`src/design/art_pkg.sv`:
```
// Shared types and constants for the ack/retransmit tracker.
`timescale 1ns / 1ps
package art_pkg;

    localparam int ART_PENDING_DEPTH = 16;

    localparam logic [15:0] ART_RST_INTERVAL = 16'd100;
    localparam logic [7:0]  ART_RST_LIMIT    = 8'd5;
    localparam logic [15:0] ART_RST_TIMEOUT  = 16'd1000;

    // configuration register indexes
    localparam logic [1:0] CFG_IDX_INTERVAL = 2'd0;
    localparam logic [1:0] CFG_IDX_LIMIT    = 2'd1;
    localparam logic [1:0] CFG_IDX_TIMEOUT  = 2'd2;

    // request types
    localparam logic [1:0] REQ_SEND = 2'd0;
    localparam logic [1:0] REQ_RECV = 2'd1;
    localparam logic [1:0] REQ_TICK = 2'd2;
    localparam logic [1:0] REQ_RSVD = 2'd3;

    // result actions
    localparam logic [2:0] ACT_SENT      = 3'd0;
    localparam logic [2:0] ACT_RETX      = 3'd1;
    localparam logic [2:0] ACT_GIVEUP    = 3'd2;
    localparam logic [2:0] ACT_ACKREPLY  = 3'd3;
    localparam logic [2:0] ACT_CLEARED   = 3'd4;
    localparam logic [2:0] ACT_UNKNOWN   = 3'd5;
    localparam logic [2:0] ACT_NOTHING   = 3'd6;
    localparam logic [2:0] ACT_UNTRACKED = 3'd7;

    typedef struct packed {
        logic [1:0]  req_type;
        logic        ack_wanted;
        logic [15:0] retry_interval;
        logic [7:0]  retry_limit;
        logic [31:0] rx_sequence;
        logic        rx_is_ack;
        logic [31:0] acked_sequence;
    } req_t;

    typedef struct packed {
        logic [2:0]  action;
        logic [31:0] sequence_res;
        logic [3:0]  slot;
        logic [7:0]  attempt;
        logic [31:0] peer_sequence;
        logic        alive;
        logic        last;
    } res_t;

    typedef struct packed {
        logic [15:0] default_retry_interval;
        logic [7:0]  default_retry_limit;
        logic [15:0] alive_timeout;
    } cfg_t;

    typedef enum logic [2:0] {
        CMD_SEND,
        CMD_SEND_TRACK,
        CMD_RX_ACK,
        CMD_RX_REPLY,
        CMD_RX_PLAIN,
        CMD_TICK,
        CMD_NOP
    } cmd_kind_t;

    typedef struct packed {
        cmd_kind_t   kind;
        logic [15:0] interval;
        logic [7:0]  limit;
        logic [31:0] rx_seq;
        logic [31:0] ack_seq;
    } cmd_t;

    typedef struct packed {
        logic [31:0] seq;
        logic [15:0] interval;
        logic [7:0]  limit;
        logic [7:0]  attempts;
        logic [15:0] elapsed;
    } entry_t;

    typedef struct packed {
        logic [2:0]  action;
        logic [31:0] seq;
        logic [3:0]  slot;
        logic [7:0]  attempt;
    } pend_t;

    typedef enum logic [2:0] {
        B_IDLE,
        B_FREE,
        B_RD,
        B_EV,
        B_FLUSH
    } back_state_t;

endpackage

```
`src/design/art_front.sv`:
```
// Front end: classifies requests and queues commands for the back end.
`timescale 1ns / 1ps
module art_front
    import art_pkg::*;
(
    input  logic clk,
    input  logic rst_n,
    input  cfg_t cfg,
    input  req_t req,
    input  logic req_valid,
    output logic req_ready,
    output cmd_t cmd,
    output logic cmd_valid,
    input  logic cmd_pop
);

    cmd_t       cls;
    cmd_t       q_mem [2];
    logic       wptr_reg, wptr_next;
    logic       rptr_reg, rptr_next;
    logic [1:0] cnt_reg, cnt_next;
    logic       push, pop;

    always_comb
    begin
        cls.interval = (req.retry_interval != 16'd0) ? req.retry_interval
                                                     : cfg.default_retry_interval;
        cls.limit    = (req.retry_limit != 8'd0) ? req.retry_limit
                                                 : cfg.default_retry_limit;
        cls.rx_seq   = req.rx_sequence;
        cls.ack_seq  = req.acked_sequence;
        case (req.req_type)
            REQ_SEND: cls.kind = req.ack_wanted ? CMD_SEND_TRACK : CMD_SEND;
            REQ_RECV:
            begin
                if (req.rx_is_ack)
                    cls.kind = CMD_RX_ACK;
                else if (req.ack_wanted)
                    cls.kind = CMD_RX_REPLY;
                else
                    cls.kind = CMD_RX_PLAIN;
            end
            REQ_TICK: cls.kind = CMD_TICK;
            default:  cls.kind = CMD_NOP;
        endcase
    end

    assign req_ready = (cnt_reg != 2'd2);
    assign cmd_valid = (cnt_reg != 2'd0);
    assign cmd       = q_mem[rptr_reg];
    assign push      = req_valid && req_ready;
    assign pop       = cmd_pop && cmd_valid;

    always_comb
    begin
        wptr_next = push ? ~wptr_reg : wptr_reg;
        rptr_next = pop ? ~rptr_reg : rptr_reg;
        cnt_next  = cnt_reg;
        if (push && !pop)
            cnt_next = cnt_reg + 2'd1;
        else if (pop && !push)
            cnt_next = cnt_reg - 2'd1;
    end

    always_ff @(posedge clk)
    begin
        if (push)
            q_mem[wptr_reg] <= cls;
    end

    always_ff @(posedge clk or negedge rst_n)
    begin
        if (!rst_n)
        begin
            wptr_reg <= 1'b0;
            rptr_reg <= 1'b0;
            cnt_reg  <= 2'd0;
        end
        else
        begin
            wptr_reg <= wptr_next;
            rptr_reg <= rptr_next;
            cnt_reg  <= cnt_next;
        end
    end

endmodule

```
`src/design/art_back.sv`:
```
// Back end: pending table walker, sequence state and result register.
`timescale 1ns / 1ps
module art_back
    import art_pkg::*;
#(
    parameter int PENDING_DEPTH = ART_PENDING_DEPTH
)
(
    input  logic clk,
    input  logic rst_n,
    input  cfg_t cfg,
    input  cmd_t cmd,
    input  logic cmd_valid,
    output logic cmd_pop,
    output res_t res,
    output logic res_valid,
    input  logic res_ready
);

    localparam int IW = (PENDING_DEPTH > 1) ? $clog2(PENDING_DEPTH) : 1;
    localparam logic [IW-1:0] LAST_IDX = IW'(PENDING_DEPTH - 1);

    entry_t mem [PENDING_DEPTH];
    entry_t rdata_reg;
    logic   mem_we, rd_en;
    entry_t mem_wdata;

    back_state_t              state_reg, state_next;
    cmd_t                     cmd_reg, cmd_next;
    logic [IW-1:0]            idx_reg, idx_next;
    logic [PENDING_DEPTH-1:0] valid_reg, valid_next;
    logic [31:0]              cnt_reg, cnt_next;
    logic [31:0]              peer_reg, peer_next;
    logic [31:0]              ticks_reg, ticks_next;
    pend_t                    pend_reg, pend_next;
    logic                     pend_valid_reg, pend_valid_next;
    res_t                     out_reg, out_next;
    logic                     out_valid_reg, out_valid_next;

    logic        out_free, alive;
    logic [15:0] el;
    logic [7:0]  att;
    entry_t      e;

    assign out_free  = !out_valid_reg || res_ready;
    assign alive     = ticks_reg < {16'd0, cfg.alive_timeout};
    assign res       = out_reg;
    assign res_valid = out_valid_reg;
    assign e         = rdata_reg;
    assign el        = (e.elapsed != 16'hFFFF) ? e.elapsed + 16'd1 : e.elapsed;
    assign att       = (e.attempts != 8'hFF) ? e.attempts + 8'd1 : e.attempts;

    always_comb
    begin
        state_next      = state_reg;
        cmd_next        = cmd_reg;
        idx_next        = idx_reg;
        valid_next      = valid_reg;
        cnt_next        = cnt_reg;
        peer_next       = peer_reg;
        ticks_next      = ticks_reg;
        pend_next       = pend_reg;
        pend_valid_next = pend_valid_reg;
        out_next        = out_reg;
        out_valid_next  = out_valid_reg && !res_ready;
        cmd_pop         = 1'b0;
        mem_we          = 1'b0;
        rd_en           = 1'b0;
        mem_wdata       = e;

        case (state_reg)
            B_IDLE:
            begin
                if (cmd_valid)
                begin
                    cmd_pop         = 1'b1;
                    cmd_next        = cmd;
                    idx_next        = '0;
                    pend_valid_next = 1'b0;
                    case (cmd.kind)
                        CMD_SEND:
                        begin
                            cnt_next        = cnt_reg + 32'd1;
                            pend_next       = '{ACT_SENT, cnt_reg + 32'd1, 4'd0, 8'd0};
                            pend_valid_next = 1'b1;
                            state_next      = B_FLUSH;
                        end
                        CMD_SEND_TRACK:
                        begin
                            cnt_next   = cnt_reg + 32'd1;
                            state_next = B_FREE;
                        end
                        CMD_RX_ACK:
                        begin
                            peer_next  = cmd.rx_seq;
                            ticks_next = '0;
                            state_next = B_RD;
                        end
                        CMD_RX_REPLY:
                        begin
                            peer_next       = cmd.rx_seq;
                            ticks_next      = '0;
                            cnt_next        = cnt_reg + 32'd1;
                            pend_next       = '{ACT_ACKREPLY, cnt_reg + 32'd1, 4'd0, 8'd0};
                            pend_valid_next = 1'b1;
                            state_next      = B_FLUSH;
                        end
                        CMD_RX_PLAIN:
                        begin
                            peer_next       = cmd.rx_seq;
                            ticks_next      = '0;
                            pend_next       = '{ACT_NOTHING, cmd.rx_seq, 4'd0, 8'd0};
                            pend_valid_next = 1'b1;
                            state_next      = B_FLUSH;
                        end
                        CMD_TICK:
                        begin
                            if (ticks_reg != 32'hFFFF_FFFF)
                                ticks_next = ticks_reg + 32'd1;
                            state_next = B_RD;
                        end
                        default:
                            state_next = B_FLUSH;
                    endcase
                end
            end

            B_FREE:
            begin
                if (!valid_reg[idx_reg])
                begin
                    mem_we              = 1'b1;
                    mem_wdata           = '{cnt_reg, cmd_reg.interval, cmd_reg.limit,
                                            8'd1, 16'd0};
                    valid_next[idx_reg] = 1'b1;
                    pend_next           = '{ACT_SENT, cnt_reg, 4'(idx_reg), 8'd0};
                    pend_valid_next     = 1'b1;
                    state_next          = B_FLUSH;
                end
                else if (idx_reg == LAST_IDX)
                begin
                    pend_next       = '{ACT_UNTRACKED, cnt_reg, 4'd0, 8'd0};
                    pend_valid_next = 1'b1;
                    state_next      = B_FLUSH;
                end
                else
                    idx_next = idx_reg + 1'b1;
            end

            B_RD:
            begin
                rd_en      = 1'b1;
                state_next = B_EV;
            end

            B_EV:
            begin
                if (cmd_reg.kind == CMD_RX_ACK)
                begin
                    if (valid_reg[idx_reg] && e.seq == cmd_reg.ack_seq)
                    begin
                        valid_next[idx_reg] = 1'b0;
                        pend_next       = '{ACT_CLEARED, cmd_reg.ack_seq, 4'(idx_reg), 8'd0};
                        pend_valid_next = 1'b1;
                        state_next      = B_FLUSH;
                    end
                    else if (idx_reg == LAST_IDX)
                    begin
                        pend_next       = '{ACT_UNKNOWN, cmd_reg.ack_seq, 4'd0, 8'd0};
                        pend_valid_next = 1'b1;
                        state_next      = B_FLUSH;
                    end
                    else
                    begin
                        idx_next   = idx_reg + 1'b1;
                        state_next = B_RD;
                    end
                end
                else if (!(valid_reg[idx_reg] && el >= e.interval
                           && pend_valid_reg && !out_free))
                begin
                    // a due entry waits here until the older held result can leave
                    if (valid_reg[idx_reg])
                    begin
                        mem_we            = 1'b1;
                        mem_wdata.elapsed = el;
                        if (el >= e.interval)
                        begin
                            if (pend_valid_reg)
                            begin
                                out_next       = '{pend_reg.action, pend_reg.seq,
                                                   pend_reg.slot, pend_reg.attempt,
                                                   peer_reg, alive, 1'b0};
                                out_valid_next = 1'b1;
                            end
                            pend_valid_next = 1'b1;
                            if (e.attempts >= e.limit)
                            begin
                                mem_we              = 1'b0;
                                valid_next[idx_reg] = 1'b0;
                                pend_next = '{ACT_GIVEUP, e.seq, 4'(idx_reg), e.attempts};
                            end
                            else
                            begin
                                mem_wdata.attempts = att;
                                mem_wdata.elapsed  = 16'd0;
                                pend_next = '{ACT_RETX, e.seq, 4'(idx_reg), att};
                            end
                        end
                    end
                    if (idx_reg == LAST_IDX)
                        state_next = B_FLUSH;
                    else
                    begin
                        idx_next   = idx_reg + 1'b1;
                        state_next = B_RD;
                    end
                end
            end

            B_FLUSH:
            begin
                if (out_free)
                begin
                    if (pend_valid_reg)
                        out_next = '{pend_reg.action, pend_reg.seq, pend_reg.slot,
                                     pend_reg.attempt, peer_reg, alive, 1'b1};
                    else
                        out_next = '{ACT_NOTHING, 32'd0, 4'd0, 8'd0,
                                     peer_reg, alive, 1'b1};
                    out_valid_next  = 1'b1;
                    pend_valid_next = 1'b0;
                    state_next      = B_IDLE;
                end
            end

            default:
                state_next = B_IDLE;
        endcase
    end

    always_ff @(posedge clk)
    begin
        if (mem_we)
            mem[idx_reg] <= mem_wdata;
        if (rd_en)
            rdata_reg <= mem[idx_reg];
    end

    always_ff @(posedge clk)
    begin
        cmd_reg  <= cmd_next;
        pend_reg <= pend_next;
        out_reg  <= out_next;
    end

    always_ff @(posedge clk or negedge rst_n)
    begin
        if (!rst_n)
        begin
            state_reg      <= B_IDLE;
            idx_reg        <= '0;
            valid_reg      <= '0;
            cnt_reg        <= '0;
            peer_reg       <= '0;
            ticks_reg      <= '0;
            pend_valid_reg <= 1'b0;
            out_valid_reg  <= 1'b0;
        end
        else
        begin
            state_reg      <= state_next;
            idx_reg        <= idx_next;
            valid_reg      <= valid_next;
            cnt_reg        <= cnt_next;
            peer_reg       <= peer_next;
            ticks_reg      <= ticks_next;
            pend_valid_reg <= pend_valid_next;
            out_valid_reg  <= out_valid_next;
        end
    end

endmodule

```
`src/design/ack_retransmit_tracker.sv`:
```
// Top level of the ack/retransmit tracker.
`timescale 1ns / 1ps
// Sender-side ARQ bookkeeping for a reliable datagram link.
// Request channel (req_valid/req_ready/req): sends, receptions and 1 ms ticks.
// Result channel (res_valid/res_ready/res): one or more result transactions per
// request; the final one carries last. Config port: cfg_we writes cfg_wdata to
// register cfg_index (0 interval, 1 limit, 2 alive timeout).
// The front end classifies requests into a two-entry command queue, so
// requests keep being accepted while the back end works or the result stalls,
// until the queue is full. Plain sends and receptions pass from the queue
// through the idle and flush states into the result register.
// A tracked send scans the valid bits, one slot per cycle. An ack or tick walks
// the pending table memory slot by slot (read, then evaluate); the read is registered.
// A stalled result register holds the walker only when a second result is due.
// Reset clears all valid bits at once (no clearing pass), zeroes the counters
// and loads the register defaults.
module ack_retransmit_tracker
    import art_pkg::*;
#(
    parameter int PENDING_DEPTH = ART_PENDING_DEPTH
)
(
    input  logic        clk,
    input  logic        rst_n,
    input  logic        cfg_we,
    input  logic [1:0]  cfg_index,
    input  logic [15:0] cfg_wdata,
    input  req_t        req,
    input  logic        req_valid,
    output logic        req_ready,
    output res_t        res,
    output logic        res_valid,
    input  logic        res_ready
);

    cfg_t cfg_reg, cfg_next;
    cmd_t cmd;
    logic cmd_valid, cmd_pop;

    // register writes, masked to each register's width
    always_comb
    begin
        cfg_next = cfg_reg;
        if (cfg_we)
        begin
            case (cfg_index)
                CFG_IDX_INTERVAL: cfg_next.default_retry_interval = cfg_wdata;
                CFG_IDX_LIMIT:    cfg_next.default_retry_limit    = cfg_wdata[7:0];
                CFG_IDX_TIMEOUT:  cfg_next.alive_timeout          = cfg_wdata;
                default:          cfg_next = cfg_reg;
            endcase
        end
    end

    always_ff @(posedge clk or negedge rst_n)
    begin
        if (!rst_n)
            cfg_reg <= '{ART_RST_INTERVAL, ART_RST_LIMIT, ART_RST_TIMEOUT};
        else
            cfg_reg <= cfg_next;
    end

    art_front u_front
    (
        .clk       (clk),
        .rst_n     (rst_n),
        .cfg       (cfg_reg),
        .req       (req),
        .req_valid (req_valid),
        .req_ready (req_ready),
        .cmd       (cmd),
        .cmd_valid (cmd_valid),
        .cmd_pop   (cmd_pop)
    );

    art_back #(.PENDING_DEPTH(PENDING_DEPTH)) u_back
    (
        .clk       (clk),
        .rst_n     (rst_n),
        .cfg       (cfg_reg),
        .cmd       (cmd),
        .cmd_valid (cmd_valid),
        .cmd_pop   (cmd_pop),
        .res       (res),
        .res_valid (res_valid),
        .res_ready (res_ready)
    );

endmodule

```
`config.mk`:
```
export PLATFORM = sky130hd
export DESIGN_NAME = ack_retransmit_tracker
export DESIGN_NICKNAME = d
export VERILOG_FILES = /design/src/design/art_pkg.sv /design/src/design/art_front.sv /design/src/design/art_back.sv /design/src/design/ack_retransmit_tracker.sv
export SDC_FILE = /design/constraint.sdc
export NUM_CORES = 2
export LEC_CHECK = 0
export BUFFER_PORTS_ARGS = -buffer_cell sky130_fd_sc_hd__buf_2
export CAP_MARGIN = 20
export CORE_ASPECT_RATIO = 0.9
export CORE_UTILIZATION = 25
export CTS_BUF_LIST = sky130_fd_sc_hd__clkbuf_2
export DETAILED_ROUTE_END_ITERATION = 10
export PLACE_DENSITY_LB_ADDON = 0.15
export SYNTH_ARGS = -nofsm -noshare
export SYNTH_HDL_FRONTEND = slang
export SYNTH_SLANG_ARGS = --single-unit
```
`constraint.sdc`:
```
create_clock -name clk -period 11.6 [get_ports clk]
set_input_delay 1.74 -clock clk [delete_from_list [all_inputs] [get_ports clk]]
set_output_delay 1.74 -clock clk [all_outputs]
set_load 0.02 [all_outputs]
```
==> impl_metrics.py <==
metrics = {
    "outcome": {
        "status": "finished clean",
    },
    "synth": {
        "ys_warn_count": 0,
        "synth_top_family_by_area": "multiplexers",
        "synth-xor-area-share_pct": 1.56,
        "synth-seq-cells": 1894,
        "synth_edf_count": 1729,
        "avgSynthCellArea_um2": 19.1,
        "synthArstFlopShare_pct": 8.71,
        "synth_cells": 3944,
        "synth_adder_area_share_pct": 0.797,
        "synth_flop_cell": "edfxtp_1",
        "yosysSeqAreaShare_pct": 74.4,
        "synthSimpleGateAreaFrac_pct": 4.13,
        "yosysUniqueCellTypes": 76,
        "synth_fp_nets": 4107,
        "muxShareOfSynthArea_pct": 14.5,
        "synth_area_um2": 75300,
        "synth_compound_area_share_pct": 3.22,
    },
    "sta": {
        "fin_setup_tns_ns": 0,
        "max_freq_ghz": 0.144,
        "relSlewSlack_pct": 23.6,
        "worst_hold_slack_ns": 0.300,
        "tightestPinTransition_ns": 1.14,
        "final_hold_viol_count": 0,
        "clock_skew_ns": 0.142,
        "finalSetupViolations": 0,
        "setup_ws_ns": 4.65,
        "drv_slew": 0,
        "rsz0062_at_grt": "no",
        "period_share_pct": 59.9,
        "final.min_clock_period_ns": 6.95,
    },
    "layout": {
        "nets": 4797,
        "final_common_cell": "edfxtp_1",
        "regMostFlops": "u_back.mem",
        "area_delta_synth_final_pct": 15.4,
        "drive_gt1_share_pct": 35.0,
        "final_cells": 8940,
        "final_cell_area_um2": 86900,
        "layout_common_cells": "1729 x edfxtp_1, 774 x clkbuf_2, 403 x mux4_2, 198 x nand2_1, 196 x buf_2",
        "largest_reg_flops": 1280,
    },
    "floorplan": {
        "core_area_um2": 299000,
        "pin_count": 198,
        "start_util_pct": 25.2,
        "fp.dieArea_um2": 304000,
        "die_w_um": 581,
        "num_rows": 190,
        "die_h_um": 523,
    },
    "drt": {
        "dr.pass1.iters": 8,
        "wire_per_inst_um": 24.6,
        "final_antenna_net_count": 0,
        "drc_errors": 0,
        "num_vias": 40000,
        "drtIter0Drc": 2870,
        "wl_um": 220000,
        "vias_per_cell": 4.48,
    },
    "setup_path": {
        "r2r_setup_slack_ns": 4.65,
        "crit_type": "reg2reg",
        "end_kind": "flop",
        "crit_family": "simple AND/OR/NAND/NOR gates",
        "path_max_fanout": 31,
        "cpPeakStageDelay_ns": 0.87,
        "r2r_cells": 17,
        "crit_top_cell": "buf_4",
        "crit_path_cell_trace": "and2_1, and4_1, nand4_1, nand2_1, nor2_1, xor2_1, ha_1, a21oi_1, o21a_1, o221ai_1, or2_2, o21ai_0, a21oi_4, buf_4, nor2_4, buf_4, buf_4",
        "crit_required_ns": 12.85,
        "critPathArrivalTime_ns": 8.20,
        "slowest_stage": "nor2_4",
        "r2r-end": "u_back.mem[10][69]$_DFFE_PP_",
        "reg2reg_from": "u_back.e[4]$_DFFE_PP_",
        "critPathBufInv": 3,
        "cp-start-kind": "flop",
    },
    "grt": {
        "first_global_vias": 42500,
        "gr-usage-met1_pct": 19.7,
        "overflow": 0,
        "grt_max_degree": 100,
        "groute.layer.met3.usage_pct": 2.77,
        "grtUsageTotal_pct": 14.3,
        "grt_use_met2_pct": 22.7,
        "antenna_found_initial": 25,
        "top_usage_layer": "met2",
        "grt_pass1_wl_um": 316000,
    },
    "cts": {
        "numClockSinks": 1894,
        "clkLatencyLatePin_ns": 1.71,
        "cts_root_buf": "clkbuf_2",
        "cts_made_buffers": 522,
        "cts_buffer_depth": 4,
        "clk_pin_slew_ns": 0.11,
        "cts_tree": "built",
        "cts_setup_buffers": 0,
        "cts-htree-levels": 6,
    },
    "placement": {
        "hpwlAfterDp_um": 130000,
        "port_buffers": 197,
        "dp.cells": 7987,
        "pre_cts_ws_ns": 4.51,
        "routabilityCongestion": 0.767,
        "dpl_cell_area_um2": 81600,
    },
    "min_path": {
        "min_path_cells": 1,
        "hold_class": "in2reg",
        "whs_endpoint": "u_front.q_mem[0][62]$_DFFE_PP_",
        "hp-start": "req[63]",
    },
    "pwr": {
        "ir_worst_vdd_mv": 0.127,
        "powerDensity_nw_per_um2": 232,
        "power_leakage_nw": 28.9,
    },
    "run": {
        "drv_cap": 0,
    },
}
==> layout make-up <==
type / instances / area [um^2]
clock inverters: 106 / 820
fillers: 29700 / 212000
well taps: 3936 / 4920
repair buffers: 369 / 2510
clock buffers: 774 / 3870
diodes: 14 / 35.0
flip-flops and latches: 1894 / 56100
inverters: 58 / 226
multi-input cells: 1789 / 18500
==> power by group <==
group          total (mW)  switching (mW)  internal, mW
registers            9.82           0.528          9.29
logic                5.39            3.47          1.92
clock network        4.93            2.86          2.07
total                20.1            6.86          13.3
==> metrics by stage <==
stage / power, mW / utilization (%)
after floorplan: 13.2 / -
after detailed placement: 15.5 / 27.3
final: 20.1 / 29.1
after global routing: 21.3 / 29.1
after global placement: 15.5 / 27.3
after CTS: 20.6 / 29.0
==> routing by layer <==
| layer | part of all wire, % | up-vias |
|---|---|---|
| met2 | 47 | 1080 |
| met4 | 2.6 | 8 |
| li1 | - | 17500 |
| met5 | 0.030 | - |
| met1 | 47 | 21100 |
| met3 | 4.3 | 350 |
==> worst max path at each step <==
stage,startpoint,endpoint,cells after the start
floorplan,u_back.e[0]$_DFFE_PP_,u_back.res[0]$_DFFE_PP_,14
global placement,u_back.e[4]$_DFFE_PP_,u_back.mem[10][71]$_DFFE_PP_,17
CTS,u_back.e[0]$_DFFE_PP_,u_back.mem[10][7]$_DFFE_PP_,17
finish,u_back.e[4]$_DFFE_PP_,u_back.mem[10][69]$_DFFE_PP_,17
global route,u_back.e[2]$_DFFE_PP_,u_back.mem[10][5]$_DFFE_PP_,17
detailed placement,u_back.e[0]$_DFFE_PP_,u_back.mem[10][70]$_DFFE_PP_,17
==> kinds of logic after synthesis <==
group | after synthesis
buffers and inverters | 261
XOR/XNOR | 134
adder cells (fa/ha/maj) | 48
multiplexers | 572
AND/OR/NAND/NOR | 664
flip-flops | 1894
AO/OA/AOI/OAI | 371
==> cell usage after synthesis (all sizes together) (20+ instances only) <==
master / instances / area share (%)
edfxtp: 1729 / 69
mux4: 403 / 12
nand2: 198 / 0.99
nor2: 196 / 0.98
dfrtp: 154 / 5.1
clkbuf: 132 / 0.66
mux2: 131 / 2.0
a21oi: 107 / 0.72
xnor2: 105 / 1.2
o21ai: 99 / 0.66
buf: 71 / 0.42
nand3: 65 / 0.43
inv: 58 / 0.29
nor2b: 51 / 0.42
ha: 48 / 0.80
mux2i: 38 / 0.50
a21o: 33 / 0.33
nand4: 33 / 0.28
nor3: 30 / 0.21
xor2: 29 / 0.34
a311o: 28 / 0.37
o31ai: 22 / 0.26
and3: 21 / 0.17
a31oi: 20 / 0.17
==> timing repair <==
action,in CTS,in global routing
resized for setup,0,0
endpoints found under the hold margin,137,0
hold buffers,48,0
Note: power is estimated with default switching activity, not from simulation.
